$ cat config.mk
export PLATFORM = sky130hd
export DESIGN_NAME = thumb_alu_branch_execute_core
export DESIGN_NICKNAME = d
export VERILOG_FILES = /design/src/hdl/tabe_pkg.sv /design/src/hdl/tabe_regfile.sv /design/src/hdl/tabe_alu.sv /design/src/hdl/thumb_alu_branch_execute_core.sv
export SDC_FILE = /design/constraint.sdc
export NUM_CORES = 2
export LEC_CHECK = 0
export BUFFER_PORTS_ARGS = -buffer_cell sky130_fd_sc_hd__buf_2
export CELL_PAD_IN_SITES_DETAIL_PLACEMENT = 1
export CELL_PAD_IN_SITES_GLOBAL_PLACEMENT = 2
export CORE_ASPECT_RATIO = 1.25
export CORE_UTILIZATION = 30
export CTS_CLUSTER_DIAMETER = 100
export CTS_CLUSTER_SIZE = 20
export DETAILED_ROUTE_END_ITERATION = 6
export PLACE_DENSITY = 0.58
export SETUP_SLACK_MARGIN = 0.02
export SYNTH_ARGS = -nofsm -noshare
export SYNTH_HDL_FRONTEND = slang
export SYNTH_HIERARCHICAL = 1
export SYNTH_SLANG_ARGS = --single-unit
$ cat constraint.sdc
create_clock -name clock -period 15.4 [get_ports clock]
set_input_delay 1.54 -clock clock [delete_from_list [all_inputs] [get_ports clock]]
set_output_delay 1.54 -clock clock [all_outputs]
set_load 0.02 [all_outputs]
$ cat src/hdl/tabe_pkg.sv
// ----------------------------------------------------------------------------
// tabe_pkg
// Shared types and constants of the Thumb ALU and branch execute core.
// ----------------------------------------------------------------------------
package tabe_pkg;

   localparam int unsigned XLEN      = 32;
   localparam int unsigned REG_AW    = 4;
   localparam int unsigned REG_DEPTH = 16;

   localparam logic [REG_AW-1:0] PC_IDX = 4'd15;
   localparam logic [REG_AW-1:0] LR_IDX = 4'd14;

   localparam logic [XLEN-1:0] HALT_PC = 32'hFFFF_FFFF;

   // Bit positions inside the N Z C V status nibble
   localparam int unsigned FLAG_N = 3;
   localparam int unsigned FLAG_Z = 2;
   localparam int unsigned FLAG_C = 1;
   localparam int unsigned FLAG_V = 0;

   // Handler selector; codes above UNIMPL behave as UNIMPL
   typedef enum logic [4:0] {
      FUNC_ADDIMM3 = 5'd0,
      FUNC_SUBIMM3 = 5'd1,
      FUNC_MOVIMM8 = 5'd2,
      FUNC_ADDREG  = 5'd3,
      FUNC_SUBREG  = 5'd4,
      FUNC_CMP     = 5'd5,
      FUNC_AND     = 5'd6,
      FUNC_EOR     = 5'd7,
      FUNC_ORR     = 5'd8,
      FUNC_BIC     = 5'd9,
      FUNC_MVN     = 5'd10,
      FUNC_LSL     = 5'd11,
      FUNC_LSR     = 5'd12,
      FUNC_ASR     = 5'd13,
      FUNC_BCOND   = 5'd14,
      FUNC_BL      = 5'd15,
      FUNC_BX      = 5'd16,
      FUNC_BKPT    = 5'd17,
      FUNC_NOP     = 5'd18,
      FUNC_UDF     = 5'd19,
      FUNC_UNIMPL  = 5'd20
   } func_type;

   // Branch conditions; codes eight and up are never taken
   typedef enum logic [3:0] {
      COND_ZC_SET   = 4'd0,
      COND_ZC_CLEAR = 4'd1,
      COND_C_SET    = 4'd2,
      COND_C_CLEAR  = 4'd3,
      COND_N_SET    = 4'd4,
      COND_N_CLEAR  = 4'd5,
      COND_V_SET    = 4'd6,
      COND_V_CLEAR  = 4'd7
   } cond_type;

   // Register file write port
   typedef struct packed {
      logic              en;
      logic [REG_AW-1:0] idx;
      logic [XLEN-1:0]   data;
   } wr_port_type;

   // Outcome of one executed request
   typedef struct packed {
      logic              wr_en;
      logic [REG_AW-1:0] wr_idx;
      logic [XLEN-1:0]   wr_data;
      logic [XLEN-1:0]   pc;
      logic              taken;
      logic [3:0]        flags;
      logic              halt;
   } exec_res_type;

endpackage

$ cat src/hdl/tabe_regfile.sv
// ----------------------------------------------------------------------------
// tabe_regfile
// Register file memory with two registered read ports, per-entry valid bits
// cleared by reset, and a bypass from the write that lands on the read edge.
// ----------------------------------------------------------------------------
module tabe_regfile (
   input  logic                                  clock,
   input  logic                                  reset,
   input  logic                                  rd_en,
   input  logic [tabe_pkg::REG_AW-1:0]           rd_addr_a,
   input  logic [tabe_pkg::REG_AW-1:0]           rd_addr_b,
   input  tabe_pkg::wr_port_type                 wr,
   input  logic [tabe_pkg::XLEN-1:0]             pc,
   output logic [tabe_pkg::XLEN-1:0]             opnd_a,
   output logic [tabe_pkg::XLEN-1:0]             opnd_b
);

   logic [tabe_pkg::XLEN-1:0]      mem [tabe_pkg::REG_DEPTH];
   logic [tabe_pkg::REG_DEPTH-1:0] valid_ff;

   logic [tabe_pkg::XLEN-1:0]   rdata_a_ff, rdata_b_ff;
   logic                        rvld_a_ff, rvld_b_ff;
   logic [tabe_pkg::REG_AW-1:0] raddr_a_ff, raddr_b_ff;
   tabe_pkg::wr_port_type       wb_ff;

   logic mem_we;
   assign mem_we = wr.en && (wr.idx != tabe_pkg::PC_IDX);

   // Write the memory; the program counter lives outside it
   always_ff @(posedge clock) begin
      if (mem_we) begin
         mem[wr.idx] <= wr.data;
      end
   end

   // Mark written entries; unwritten entries read as zero
   always_ff @(posedge clock) begin
      if (reset) begin
         valid_ff <= '0;
      end else if (mem_we) begin
         valid_ff[wr.idx] <= 1'b1;
      end
   end

   // Read both ports when a request is taken
   always_ff @(posedge clock) begin
      if (rd_en) begin
         rdata_a_ff <= mem[rd_addr_a];
         rdata_b_ff <= mem[rd_addr_b];
         rvld_a_ff  <= valid_ff[rd_addr_a];
         rvld_b_ff  <= valid_ff[rd_addr_b];
         raddr_a_ff <= rd_addr_a;
         raddr_b_ff <= rd_addr_b;
      end
   end

   // Capture the write that lands on the read edge; hold it with the read data
   always_ff @(posedge clock) begin
      if (reset) begin
         wb_ff.en <= 1'b0;
      end else if (rd_en) begin
         wb_ff.en <= mem_we;
      end
      if (rd_en) begin
         wb_ff.idx  <= wr.idx;
         wb_ff.data <= wr.data;
      end
   end

   // Select PC, bypassed write or memory data
   always_comb begin
      if (raddr_a_ff == tabe_pkg::PC_IDX) begin
         opnd_a = pc;
      end else if (wb_ff.en && (wb_ff.idx == raddr_a_ff)) begin
         opnd_a = wb_ff.data;
      end else if (rvld_a_ff) begin
         opnd_a = rdata_a_ff;
      end else begin
         opnd_a = '0;
      end

      if (raddr_b_ff == tabe_pkg::PC_IDX) begin
         opnd_b = pc;
      end else if (wb_ff.en && (wb_ff.idx == raddr_b_ff)) begin
         opnd_b = wb_ff.data;
      end else if (rvld_b_ff) begin
         opnd_b = rdata_b_ff;
      end else begin
         opnd_b = '0;
      end
   end

   // A bypassed entry must already be marked written
   a_bypass_valid: assert property (@(posedge clock) disable iff (reset)
      wb_ff.en |-> valid_ff[wb_ff.idx])
      else $error("bypass entry not marked valid");

   // The program counter never goes into the memory
   a_no_pc_write: assert property (@(posedge clock) disable iff (reset)
      wb_ff.en |-> (wb_ff.idx != tabe_pkg::PC_IDX))
      else $error("memory write to PC index");

   // A write sets the valid bit of its entry
   a_valid_set: assert property (@(posedge clock) disable iff (reset)
      mem_we |=> valid_ff[$past(wr.idx)])
      else $error("valid bit not set after write");

endmodule

$ cat src/hdl/tabe_alu.sv
// ----------------------------------------------------------------------------
// tabe_alu
// Execute logic: arithmetic, logic, shifts, compare, branches and halts for
// one request, from the operands, the program counter and the flags.
// ----------------------------------------------------------------------------
module tabe_alu (
   input  logic [4:0]                 func,
   input  logic [15:0]                ins,
   input  logic [15:0]                ins2,
   input  logic [tabe_pkg::XLEN-1:0]  opnd_a,
   input  logic [tabe_pkg::XLEN-1:0]  opnd_b,
   input  logic [tabe_pkg::XLEN-1:0]  pc,
   input  logic [3:0]                 flags,
   output tabe_pkg::exec_res_type     res
);

   logic [2:0]                rd;
   logic [2:0]                imm3;
   logic [4:0]                imm5;
   logic [4:0]                asr_amt;
   logic [tabe_pkg::XLEN-1:0] diff;
   logic [tabe_pkg::XLEN-1:0] asr_val;
   logic [tabe_pkg::XLEN-1:0] b_off;
   logic [tabe_pkg::XLEN-1:0] bl_off;
   logic [tabe_pkg::XLEN-1:0] bl_next;
   logic [tabe_pkg::XLEN-1:0] bl_target;
   logic                      cond_ok;
   logic                      cmp_zero;

   assign rd        = ins[2:0];
   assign imm3      = ins[8:6];
   assign imm5      = ins[10:6];
   assign asr_amt   = (imm5 == 5'd0) ? 5'd1 : imm5;
   assign diff      = opnd_a - opnd_b;
   assign asr_val   = 32'($signed(opnd_b) >>> asr_amt);
   assign b_off     = {{23{ins[7]}}, ins[7:0], 1'b0};
   assign bl_off    = {{9{ins[10]}}, ins[10:0], ins2[10:0], 1'b0};
   assign bl_next   = pc + 32'd4;
   assign bl_target = bl_next + bl_off;
   assign cmp_zero  = (diff == '0);

   // Evaluate the branch condition
   always_comb begin
      unique case (tabe_pkg::cond_type'(ins[11:8]))
         tabe_pkg::COND_ZC_SET:
            cond_ok = flags[tabe_pkg::FLAG_Z] | flags[tabe_pkg::FLAG_C];
         tabe_pkg::COND_ZC_CLEAR:
            cond_ok = !(flags[tabe_pkg::FLAG_Z] | flags[tabe_pkg::FLAG_C]);
         tabe_pkg::COND_C_SET:   cond_ok = flags[tabe_pkg::FLAG_C];
         tabe_pkg::COND_C_CLEAR: cond_ok = !flags[tabe_pkg::FLAG_C];
         tabe_pkg::COND_N_SET:   cond_ok = flags[tabe_pkg::FLAG_N];
         tabe_pkg::COND_N_CLEAR: cond_ok = !flags[tabe_pkg::FLAG_N];
         tabe_pkg::COND_V_SET:   cond_ok = flags[tabe_pkg::FLAG_V];
         tabe_pkg::COND_V_CLEAR: cond_ok = !flags[tabe_pkg::FLAG_V];
         default:                cond_ok = 1'b0;
      endcase
   end

   // Decode the handler and form the outcome
   always_comb begin
      res         = '0;
      res.pc      = pc;
      res.flags   = flags;
      res.wr_idx  = {1'b0, rd};
      unique case (tabe_pkg::func_type'(func))
         tabe_pkg::FUNC_ADDIMM3: begin
            res.wr_en   = 1'b1;
            res.wr_data = opnd_b + 32'(imm3);
         end
         tabe_pkg::FUNC_SUBIMM3: begin
            res.wr_en   = 1'b1;
            res.wr_data = opnd_b - 32'(imm3);
         end
         tabe_pkg::FUNC_MOVIMM8: begin
            res.wr_en   = 1'b1;
            res.wr_idx  = {1'b0, ins[10:8]};
            res.wr_data = 32'(ins[7:0]);
         end
         tabe_pkg::FUNC_ADDREG: begin
            res.wr_en   = 1'b1;
            res.wr_idx  = {ins[7], rd};
            res.wr_data = opnd_a + opnd_b;
            if ({ins[7], rd} == tabe_pkg::PC_IDX) begin
               res.pc = opnd_a + opnd_b;
            end
         end
         tabe_pkg::FUNC_SUBREG: begin
            res.wr_en   = 1'b1;
            res.wr_data = diff;
         end
         tabe_pkg::FUNC_CMP: begin
            res.wr_idx = '0;
            res.flags  = {diff[31], cmp_zero, cmp_zero, 1'b0};
         end
         tabe_pkg::FUNC_AND: begin
            res.wr_en   = 1'b1;
            res.wr_data = opnd_a & opnd_b;
         end
         tabe_pkg::FUNC_EOR: begin
            res.wr_en   = 1'b1;
            res.wr_data = opnd_a ^ opnd_b;
         end
         tabe_pkg::FUNC_ORR: begin
            res.wr_en   = 1'b1;
            res.wr_data = opnd_a | opnd_b;
         end
         tabe_pkg::FUNC_BIC: begin
            res.wr_en   = 1'b1;
            res.wr_data = opnd_a & ~opnd_b;
         end
         tabe_pkg::FUNC_MVN: begin
            res.wr_en   = 1'b1;
            res.wr_data = ~opnd_b;
         end
         tabe_pkg::FUNC_LSL: begin
            res.wr_en   = 1'b1;
            res.wr_data = opnd_b << imm5;
         end
         tabe_pkg::FUNC_LSR: begin
            res.wr_en   = 1'b1;
            res.wr_data = (imm5 == 5'd0) ? '0 : (opnd_b >> imm5);
         end
         tabe_pkg::FUNC_ASR: begin
            res.wr_en   = 1'b1;
            res.wr_data = asr_val;
         end
         tabe_pkg::FUNC_BCOND: begin
            res.wr_idx = '0;
            if (cond_ok) begin
               res.pc    = pc + b_off;
               res.taken = 1'b1;
            end
         end
         tabe_pkg::FUNC_BL: begin
            res.wr_en   = 1'b1;
            res.wr_idx  = tabe_pkg::LR_IDX;
            res.wr_data = {bl_next[31:1], 1'b1};
            res.pc      = {bl_target[31:1], 1'b0};
            res.taken   = 1'b1;
         end
         tabe_pkg::FUNC_BX: begin
            res.wr_idx = '0;
            res.pc     = {opnd_b[31:1], 1'b0};
            res.taken  = 1'b1;
         end
         tabe_pkg::FUNC_NOP: begin
            res.wr_idx = '0;
         end
         default: begin
            // breakpoint, undefined, unimplemented and unused selectors
            res.wr_idx = '0;
            res.pc     = tabe_pkg::HALT_PC;
            res.halt   = 1'b1;
         end
      endcase
   end

endmodule

$ cat src/hdl/thumb_alu_branch_execute_core.sv
// ----------------------------------------------------------------------------
// thumb_alu_branch_execute_core
// Executes one Thumb halfword, or a BL halfword pair, per request against a
// sixteen-entry register file held in a synchronous memory, with the PC and
// flags in registers.
// Pipeline: an accepted request passes the execute stage, then the response
// register. Throughput: one request per cycle unless a stalled response
// holds the execute stage; the memory is read on the acceptance edge and
// written when the request retires, with a bypass from that write.
// Reset clears valid bits, PC and flags at once; no clearing pass is needed.
// Unwritten register entries read as zero.
// ----------------------------------------------------------------------------
module thumb_alu_branch_execute_core (
   input  logic        clock,
   input  logic        reset,
   input  logic        req_valid,
   output logic        req_stall,
   input  logic [4:0]  req_func,
   input  logic [15:0] req_instruction,
   input  logic [15:0] req_second_half,
   output logic        rsp_valid,
   input  logic        rsp_stall,
   output logic        rsp_dest_written,
   output logic [3:0]  rsp_dest_index,
   output logic [31:0] rsp_dest_value,
   output logic [31:0] rsp_pc_value,
   output logic        rsp_branch_taken,
   output logic [3:0]  rsp_flags_value,
   output logic        rsp_halted
);

   logic        s1_vld_ff;
   logic [4:0]  s1_func_ff;
   logic [15:0] s1_ins_ff;
   logic [15:0] s1_ins2_ff;

   logic [tabe_pkg::XLEN-1:0] pc_ff;
   logic [3:0]                flags_ff;

   logic        rsp_valid_ff, rsp_valid_in;
   logic        rsp_written_ff;
   logic [3:0]  rsp_index_ff;
   logic [31:0] rsp_value_ff;
   logic [31:0] rsp_pc_ff;
   logic        rsp_taken_ff;
   logic [3:0]  rsp_flags_ff;
   logic        rsp_halted_ff;

   logic                        s1_adv;
   logic                        req_acc;
   logic [tabe_pkg::REG_AW-1:0] rd_addr_a, rd_addr_b;
   logic [tabe_pkg::XLEN-1:0]   opnd_a, opnd_b;
   tabe_pkg::exec_res_type      res;
   tabe_pkg::wr_port_type       wr;
   logic                        use_rm4;

   // Advance the execute stage when the response register can take it
   assign s1_adv    = s1_vld_ff && (!rsp_valid_ff || !rsp_stall);
   assign req_stall = s1_vld_ff && !s1_adv;
   assign req_acc   = req_valid && !req_stall;

   // Pick read addresses from the incoming request
   assign use_rm4 = (req_func == tabe_pkg::FUNC_ADDREG) ||
                    (req_func == tabe_pkg::FUNC_CMP)    ||
                    (req_func == tabe_pkg::FUNC_BX);
   assign rd_addr_a = (req_func == tabe_pkg::FUNC_ADDREG) ?
                      {req_instruction[7], req_instruction[2:0]} :
                      {1'b0, req_instruction[2:0]};
   assign rd_addr_b = use_rm4 ? req_instruction[6:3] : {1'b0, req_instruction[5:3]};

   // Retire into the register file
   assign wr.en   = s1_adv && res.wr_en;
   assign wr.idx  = res.wr_idx;
   assign wr.data = res.wr_data;

   tabe_regfile u_regfile (
      .clock     (clock),
      .reset     (reset),
      .rd_en     (req_acc),
      .rd_addr_a (rd_addr_a),
      .rd_addr_b (rd_addr_b),
      .wr        (wr),
      .pc        (pc_ff),
      .opnd_a    (opnd_a),
      .opnd_b    (opnd_b)
   );

   tabe_alu u_alu (
      .func   (s1_func_ff),
      .ins    (s1_ins_ff),
      .ins2   (s1_ins2_ff),
      .opnd_a (opnd_a),
      .opnd_b (opnd_b),
      .pc     (pc_ff),
      .flags  (flags_ff),
      .res    (res)
   );

   // Hold the request in the execute stage
   always_ff @(posedge clock) begin
      if (reset) begin
         s1_vld_ff <= 1'b0;
      end else if (req_acc) begin
         s1_vld_ff <= 1'b1;
      end else if (s1_adv) begin
         s1_vld_ff <= 1'b0;
      end
   end

   always_ff @(posedge clock) begin
      if (req_acc) begin
         s1_func_ff <= req_func;
         s1_ins_ff  <= req_instruction;
         s1_ins2_ff <= req_second_half;
      end
   end

   // Update PC and flags as each request retires
   always_ff @(posedge clock) begin
      if (reset) begin
         pc_ff    <= '0;
         flags_ff <= '0;
      end else if (s1_adv) begin
         pc_ff    <= res.pc;
         flags_ff <= res.flags;
      end
   end

   // Response register
   always_comb begin
      if (s1_adv) begin
         rsp_valid_in = 1'b1;
      end else if (rsp_stall) begin
         rsp_valid_in = rsp_valid_ff;
      end else begin
         rsp_valid_in = 1'b0;
      end
   end

   always_ff @(posedge clock) begin
      if (reset) begin
         rsp_valid_ff <= 1'b0;
      end else begin
         rsp_valid_ff <= rsp_valid_in;
      end
   end

   always_ff @(posedge clock) begin
      if (s1_adv) begin
         rsp_written_ff <= res.wr_en;
         rsp_index_ff   <= res.wr_en ? res.wr_idx : '0;
         rsp_value_ff   <= res.wr_en ? res.wr_data : '0;
         rsp_pc_ff      <= res.pc;
         rsp_taken_ff   <= res.taken;
         rsp_flags_ff   <= res.flags;
         rsp_halted_ff  <= res.halt;
      end
   end

   assign rsp_valid        = rsp_valid_ff;
   assign rsp_dest_written = rsp_written_ff;
   assign rsp_dest_index   = rsp_index_ff;
   assign rsp_dest_value   = rsp_value_ff;
   assign rsp_pc_value     = rsp_pc_ff;
   assign rsp_branch_taken = rsp_taken_ff;
   assign rsp_flags_value  = rsp_flags_ff;
   assign rsp_halted       = rsp_halted_ff;

   // A halting response always parks the PC at all ones
   a_halt_pc: assert property (@(posedge clock) disable iff (reset)
      (rsp_valid && rsp_halted) |-> (rsp_pc_value == tabe_pkg::HALT_PC))
      else $error("halt without halt PC");

   // Halt and taken branch never come together
   a_halt_taken: assert property (@(posedge clock) disable iff (reset)
      rsp_valid |-> !(rsp_halted && rsp_branch_taken))
      else $error("halt reported with taken branch");

   // A response without a write reports index and value zero
   a_no_write_zero: assert property (@(posedge clock) disable iff (reset)
      (rsp_valid && !rsp_dest_written) |-> (rsp_dest_index == '0 && rsp_dest_value == '0))
      else $error("nonzero destination without write");

   // Reported PC matches the retired PC register
   a_pc_track: assert property (@(posedge clock) disable iff (reset)
      $past(s1_adv) && !$past(reset) |-> (rsp_pc_value == pc_ff))
      else $error("response PC differs from PC register");

endmodule
After elaboration in Yosys (flattened, before gate mapping) --
Memory sizes are Yosys's and may differ from the RTL's. A register that Yosys moved wholly into a read port is not among the register bits. Index checks and enable logic that the tools add are counted.
Word-level totals: register bits 204, bits in writable memories 512, input bits 41, output and inout port bits 77, word-level logic and storage cells 139, memories kept 1
Cells by class: add/subtract/negate cells 7, magnitude comparators 4, equal/unequal tests 34, shifts and indexed selects 3, muxes and demuxes 32, bitwise operators 7, reductions and logical operators 29
Memory list:
- u_regfile.mem | words 16, bits a word 32, rd ports 2, clocked after memory_dff 2, write ports 1, RTL line tabe_regfile.sv:18 | logic [tabe_pkg::XLEN-1:0] mem [tabe_pkg::REG_DEPTH];
Operators with widths (count):
- $pmux W32 S14 | 1
- $mux W32 | 8
- $pmux W32 S5 | 1
- $add A32 B32 Y32 | 3
- $and A32 B32 Y32 | 2
- $eq A5 B4 Y1 const B | 8
- $mux W33 | 1
- $add A32 B3 Y32 | 1
- $add A32 B3 Y32 const B | 1
- $logic_not A32 Y1 | 1
- $not A32 Y32 | 1
- $or A32 B32 Y32 | 1
- $shl A32 B5 Y32 | 1
- $shr A32 B5 Y32 | 1
- $sshr A32 B5 Y32 | 1
- $sub A32 B3 Y32 | 1
- $sub A32 B32 Y32 | 1
- $xor A32 B32 Y32 | 1
- $reduce_or A14 Y1 | 2
- $eq A5 B3 Y1 const B | 5
- $reduce_or A18 Y1 | 1
- $eq A4 B3 Y1 const B | 4
- $or A16 B16 Y16 | 1
- $pmux W4 S4 | 1
- other kinds (27) | 67

Depth between registers and ports, before layout --
word-level depth 8, depth in mapped cells 23, depth with buffers taken out 21

Cells and area by module --
The synthesis kept the hierarchy.
Modules (own cells, without submodules):
- tabe_regfile | times used 1, cells an instance 1428, area each 28283.4 sq um, sequential area each 19018.2 sq um
- tabe_alu | times used 1, cells an instance 2586, area each 16747.3 sq um, sequential area each 0.0 sq um
- thumb_alu_branch_execute_core | times used 1, cells an instance 325, area each 5360.1 sq um, sequential area each 4124.0 sq um

Worst setup path after synthesis --
No wires, ideal clock.
path kind input -> register, start in rsp_stall, end reg u_regfile/wb_ff[36] (netlist bit), library setup time 0.129 ns, arrival 8.442 ns, data required time 15.271 ns, setup slack 6.829 ns, cell stages on the path 5, buffers on the path 0, path through nand3_1 inv_1 nor2_1 nand2b_1 a21oi_1
On the way: cells in the longest elaborated chain, start to end 7, elaborated cells on any way between the ends 9, classes of those cells 9 x reduce/logical
Ends and longest elaborated chain:
- from (decl) | RTL line thumb_alu_branch_execute_core.sv:22 | input logic rsp_stall,
- $logic_not A1 Y1 | RTL line thumb_alu_branch_execute_core.sv:58 | assign s1_adv = s1_vld_ff && (!rsp_valid_ff || !rsp_stall);
- $logic_or A1 B1 Y1 | RTL line thumb_alu_branch_execute_core.sv:58
- $logic_and A1 B1 Y1 | RTL line thumb_alu_branch_execute_core.sv:58
- $logic_not A1 Y1 | RTL line thumb_alu_branch_execute_core.sv:59 | assign req_stall = s1_vld_ff && !s1_adv;
- $logic_and A1 B1 Y1 | RTL line thumb_alu_branch_execute_core.sv:59
- net req_stall | RTL line thumb_alu_branch_execute_core.sv:17 | output logic req_stall,
- $logic_not A1 Y1 | RTL line thumb_alu_branch_execute_core.sv:60 | assign req_acc = req_valid && !req_stall;
- $logic_and A1 B1 Y1 | RTL line thumb_alu_branch_execute_core.sv:60
- net req_acc | RTL line thumb_alu_branch_execute_core.sv:50 | logic req_acc;
- to (decl) | RTL line tabe_regfile.sv:24 | tabe_pkg::wr_port_type wb_ff;
The timed path passes the listed nets, and every way through them passes these cells. A chain may end at the register's enable or synchronous reset.

==> summary.txt <==
STA
  • Fin crit share: 48.5%
  • RSZ-0062 raised after global routing: no
  • Slew @ Worst Pin: 1440 ps
  • Slew headroom: 2.96%
  • Final Skew: 36.6 ps
  • Fmax: 0.134 GHz
  • Fin Hold WS: 483 ps
  • Final hold vios: 0
  • Minimum clock period: 7470 ps
  • Endpoints failing setup: 0
  • Final slew viol count: 0
  • Total Neg Setup Slack: 0 ps

Worst setup path
  • Cell count of the worst reg-to-reg path: 17
  • WS Path Type: flop to flop
  • Worst EP arrival: 7930 ps
  • Setup crit start: s1_ins_ff[6]$_DFFE_PP_
  • Worst flop-to-flop path endpoint: rsp_dest_value[28]$_SDFFCE_PN0P_
  • Setup slack, reg-to-reg: 7930 ps
  • Worst setup SP type: flop
  • R2r startpoint: s1_ins_ff[6]$_DFFE_PP_
  • Worst Path Required: 15860 ps
  • Setup crit end: rsp_dest_value[28]$_SDFFCE_PN0P_
  • Largest fanout on the critical path: 51
  • Setup crit end kind: flop

Detailed routing
  • DRC: 0
  • Initial DRT Pass Iterations: 5
  • Via Count: 38500
  • Vias/cell: 5.85
  • WL final: 216 mm
  • Antenna-violating nets left: 0
  • Initial DRC count: 2956
  • Post-DR wirelength/cell: 32.7 um

Worst hold path
  • HP Class: flop to flop

Clocking
  • # H-tree levels: 2
  • # clock sinks: 780
  • Root Buffer: clkbuf_16
  • Hold_buf cts: 0
  • Clock buffer depth: 3
  • PostCTS Resize Cnt: 0
  • Worst-path clk slew: 90 ps
  • Clock latency at the later pin of the worst-skew pair: 690 ps
  • Total CTS buffers: 48
  • Post-CTS Setup Repair Bufs: 0
  • CTS tree: yes

Placed design
  • Gpl congestion: 0.999
  • Port Buffers: 108
  • Post-DP HPWL: 157 mm

Layout
  • Most common cell after layout, fill and taps aside: edfxtp_1
  • # fillers: 18000
  • Area of the multi-input gates: 25800 sq um
  • Fin nets: 4593
  • Register area: 22900 sq um
  • Share of layout cells above drive strength 1: 15.4%
  • Most frequent cells in the layout: edfxtp_1 (725), nand2_1 (305), mux4_2 (279)
  • Synth-to-Final Area Change: 9.88%

Die
  • Die Y: 459 um
  • Num rows: 167
  • Die Span X: 368 um
  • Core box area: 166000 sq um
  • Num ports: 118
  • Total die area: 169000 sq um
  • Initial Util: 30.2%

Global route
  • GR Util met3: 2.08%
  • First-pass GRT wire length: 305 mm
  • Vias in the first global route: 40300
  • Met2 Track Usage GR: 44.0%
  • All-Layer GR Usage: 25.1%
  • M1 GR Usage: 31.8%
  • Grt total ovfl: 0
  • Pin count of the biggest net entering global routing: 79
  • Antenna violations before repair: 6
  • Gr busiest metal: met2

Logic synthesis
  • Avg Cell Area, Syn: 11.6 sq um
  • Syn Inst Count: 4330
  • Synth Cell Area: 50100 sq um
  • Synthesis warning total: 6

Power and ir drop
  • Leak: 19.5 nW
  • Pwr dens: 89.3 nW/um^2
  • VDD IR-drop max: 0.0920 mV

Outcome
  • Status: completed

Flow run
  • Max cap viols: 0
[state kept, by name (all words and copies together), names as in the netlist, 4 cells and up]
register and count:
u_regfile/rdata_a_ff 32, u_regfile/rdata_b_ff 32, u_regfile/wb_ff 37, rsp_flags_value 4, flags_ff 4, u_regfile/valid_ff 16
u_regfile/mem 512, s1_ins2_ff 11, u_regfile/raddr_a_ff 4, s1_func_ff 5, pc_ff 32, rsp_dest_value 32
rsp_pc_value 32, rsp_dest_index 4, s1_ins_ff 12, u_regfile/raddr_b_ff 4
[through the flow]
step	instance area, sq um	total power [mW]	utilization, %	setup WS (ps)	instances
after floorplan	50200	3.14	-	7220	4361
after global placement	53600	3.56	32.3	7990	6501
after detailed placement	53600	3.57	32.3	7950	6501
after CTS	55000	4.96	33.2	7930	6578
after global routing	55000	5.11	33.2	7680	6579
final	55100	4.92	33.2	7930	6590
[worst max-delay path: stages, from the launching register on]
cell and delay [ps]:
edfxtp_1 330, buf_4 540, clkinv_1 910, ha_1 700
ha_1 250, nand2b_1 590, ha_1 480, a2111oi_0 370
o21ai_0 230, a22o_1 340, o31ai_1 650, o31a_1 260
nand2b_1 200, o21ai_0 200, xnor2_1 200, nor2_1 60
a2111o_1 630, and2_1 280
[how the worst min path moves through the flow]
stage / startpoint / endpoint / slack (ps) / depth (start not counted)
6_report: u_regfile/valid_ff[15]$_SDFFE_PP0P_ / u_regfile/valid_ff[15]$_SDFFE_PP0P_ / 480 / 1
5_1_grt: u_regfile/valid_ff[15]$_SDFFE_PP0P_ / u_regfile/valid_ff[15]$_SDFFE_PP0P_ / 510 / 1
4_1_cts: u_regfile/valid_ff[15]$_SDFFE_PP0P_ / u_regfile/valid_ff[15]$_SDFFE_PP0P_ / 490 / 1
3_5_place_dp: u_regfile/valid_ff[15]$_SDFFE_PP0P_ / u_regfile/valid_ff[15]$_SDFFE_PP0P_ / 470 / 1
3_3_place_gp: u_regfile/valid_ff[11]$_SDFFE_PP0P_ / u_regfile/valid_ff[11]$_SDFFE_PP0P_ / 460 / 2
2_1_floorplan: u_regfile/valid_ff[15]$_SDFFE_PP0P_ / u_regfile/valid_ff[15]$_SDFFE_PP0P_ / 450 / 1
[per-layer routing]
metal / up-vias / wire length (um)
met1: 20300 / 90300
met2: 1045 / 107000
li1: 16900 / -
met4: 2 / 9760
met3: 304 / 8160
met5: - / 10
[layout make-up]
type,count,area share [%]
inverters,121,0.825
multi-input cells,3150,46.9
diodes,12,0.0545
flip-flops and latches,780,41.5
clock inverters,12,0.359
well taps,2197,4.99
clock buffers,65,2.30
repair buffers,253,3.04
[power by group]
group | leakage (nW) | total (mW) | internal (mW) | switching (mW)
clock network | 0.708 | 1.38 | 0.626 | 0.758
registers | 7.27 | 2.45 | 2.41 | 0.0442
logic | 11.5 | 1.08 | 0.348 | 0.736
total | 19.5 | 4.92 | 3.38 | 1.54
Power figures use the tool's default switching activity.
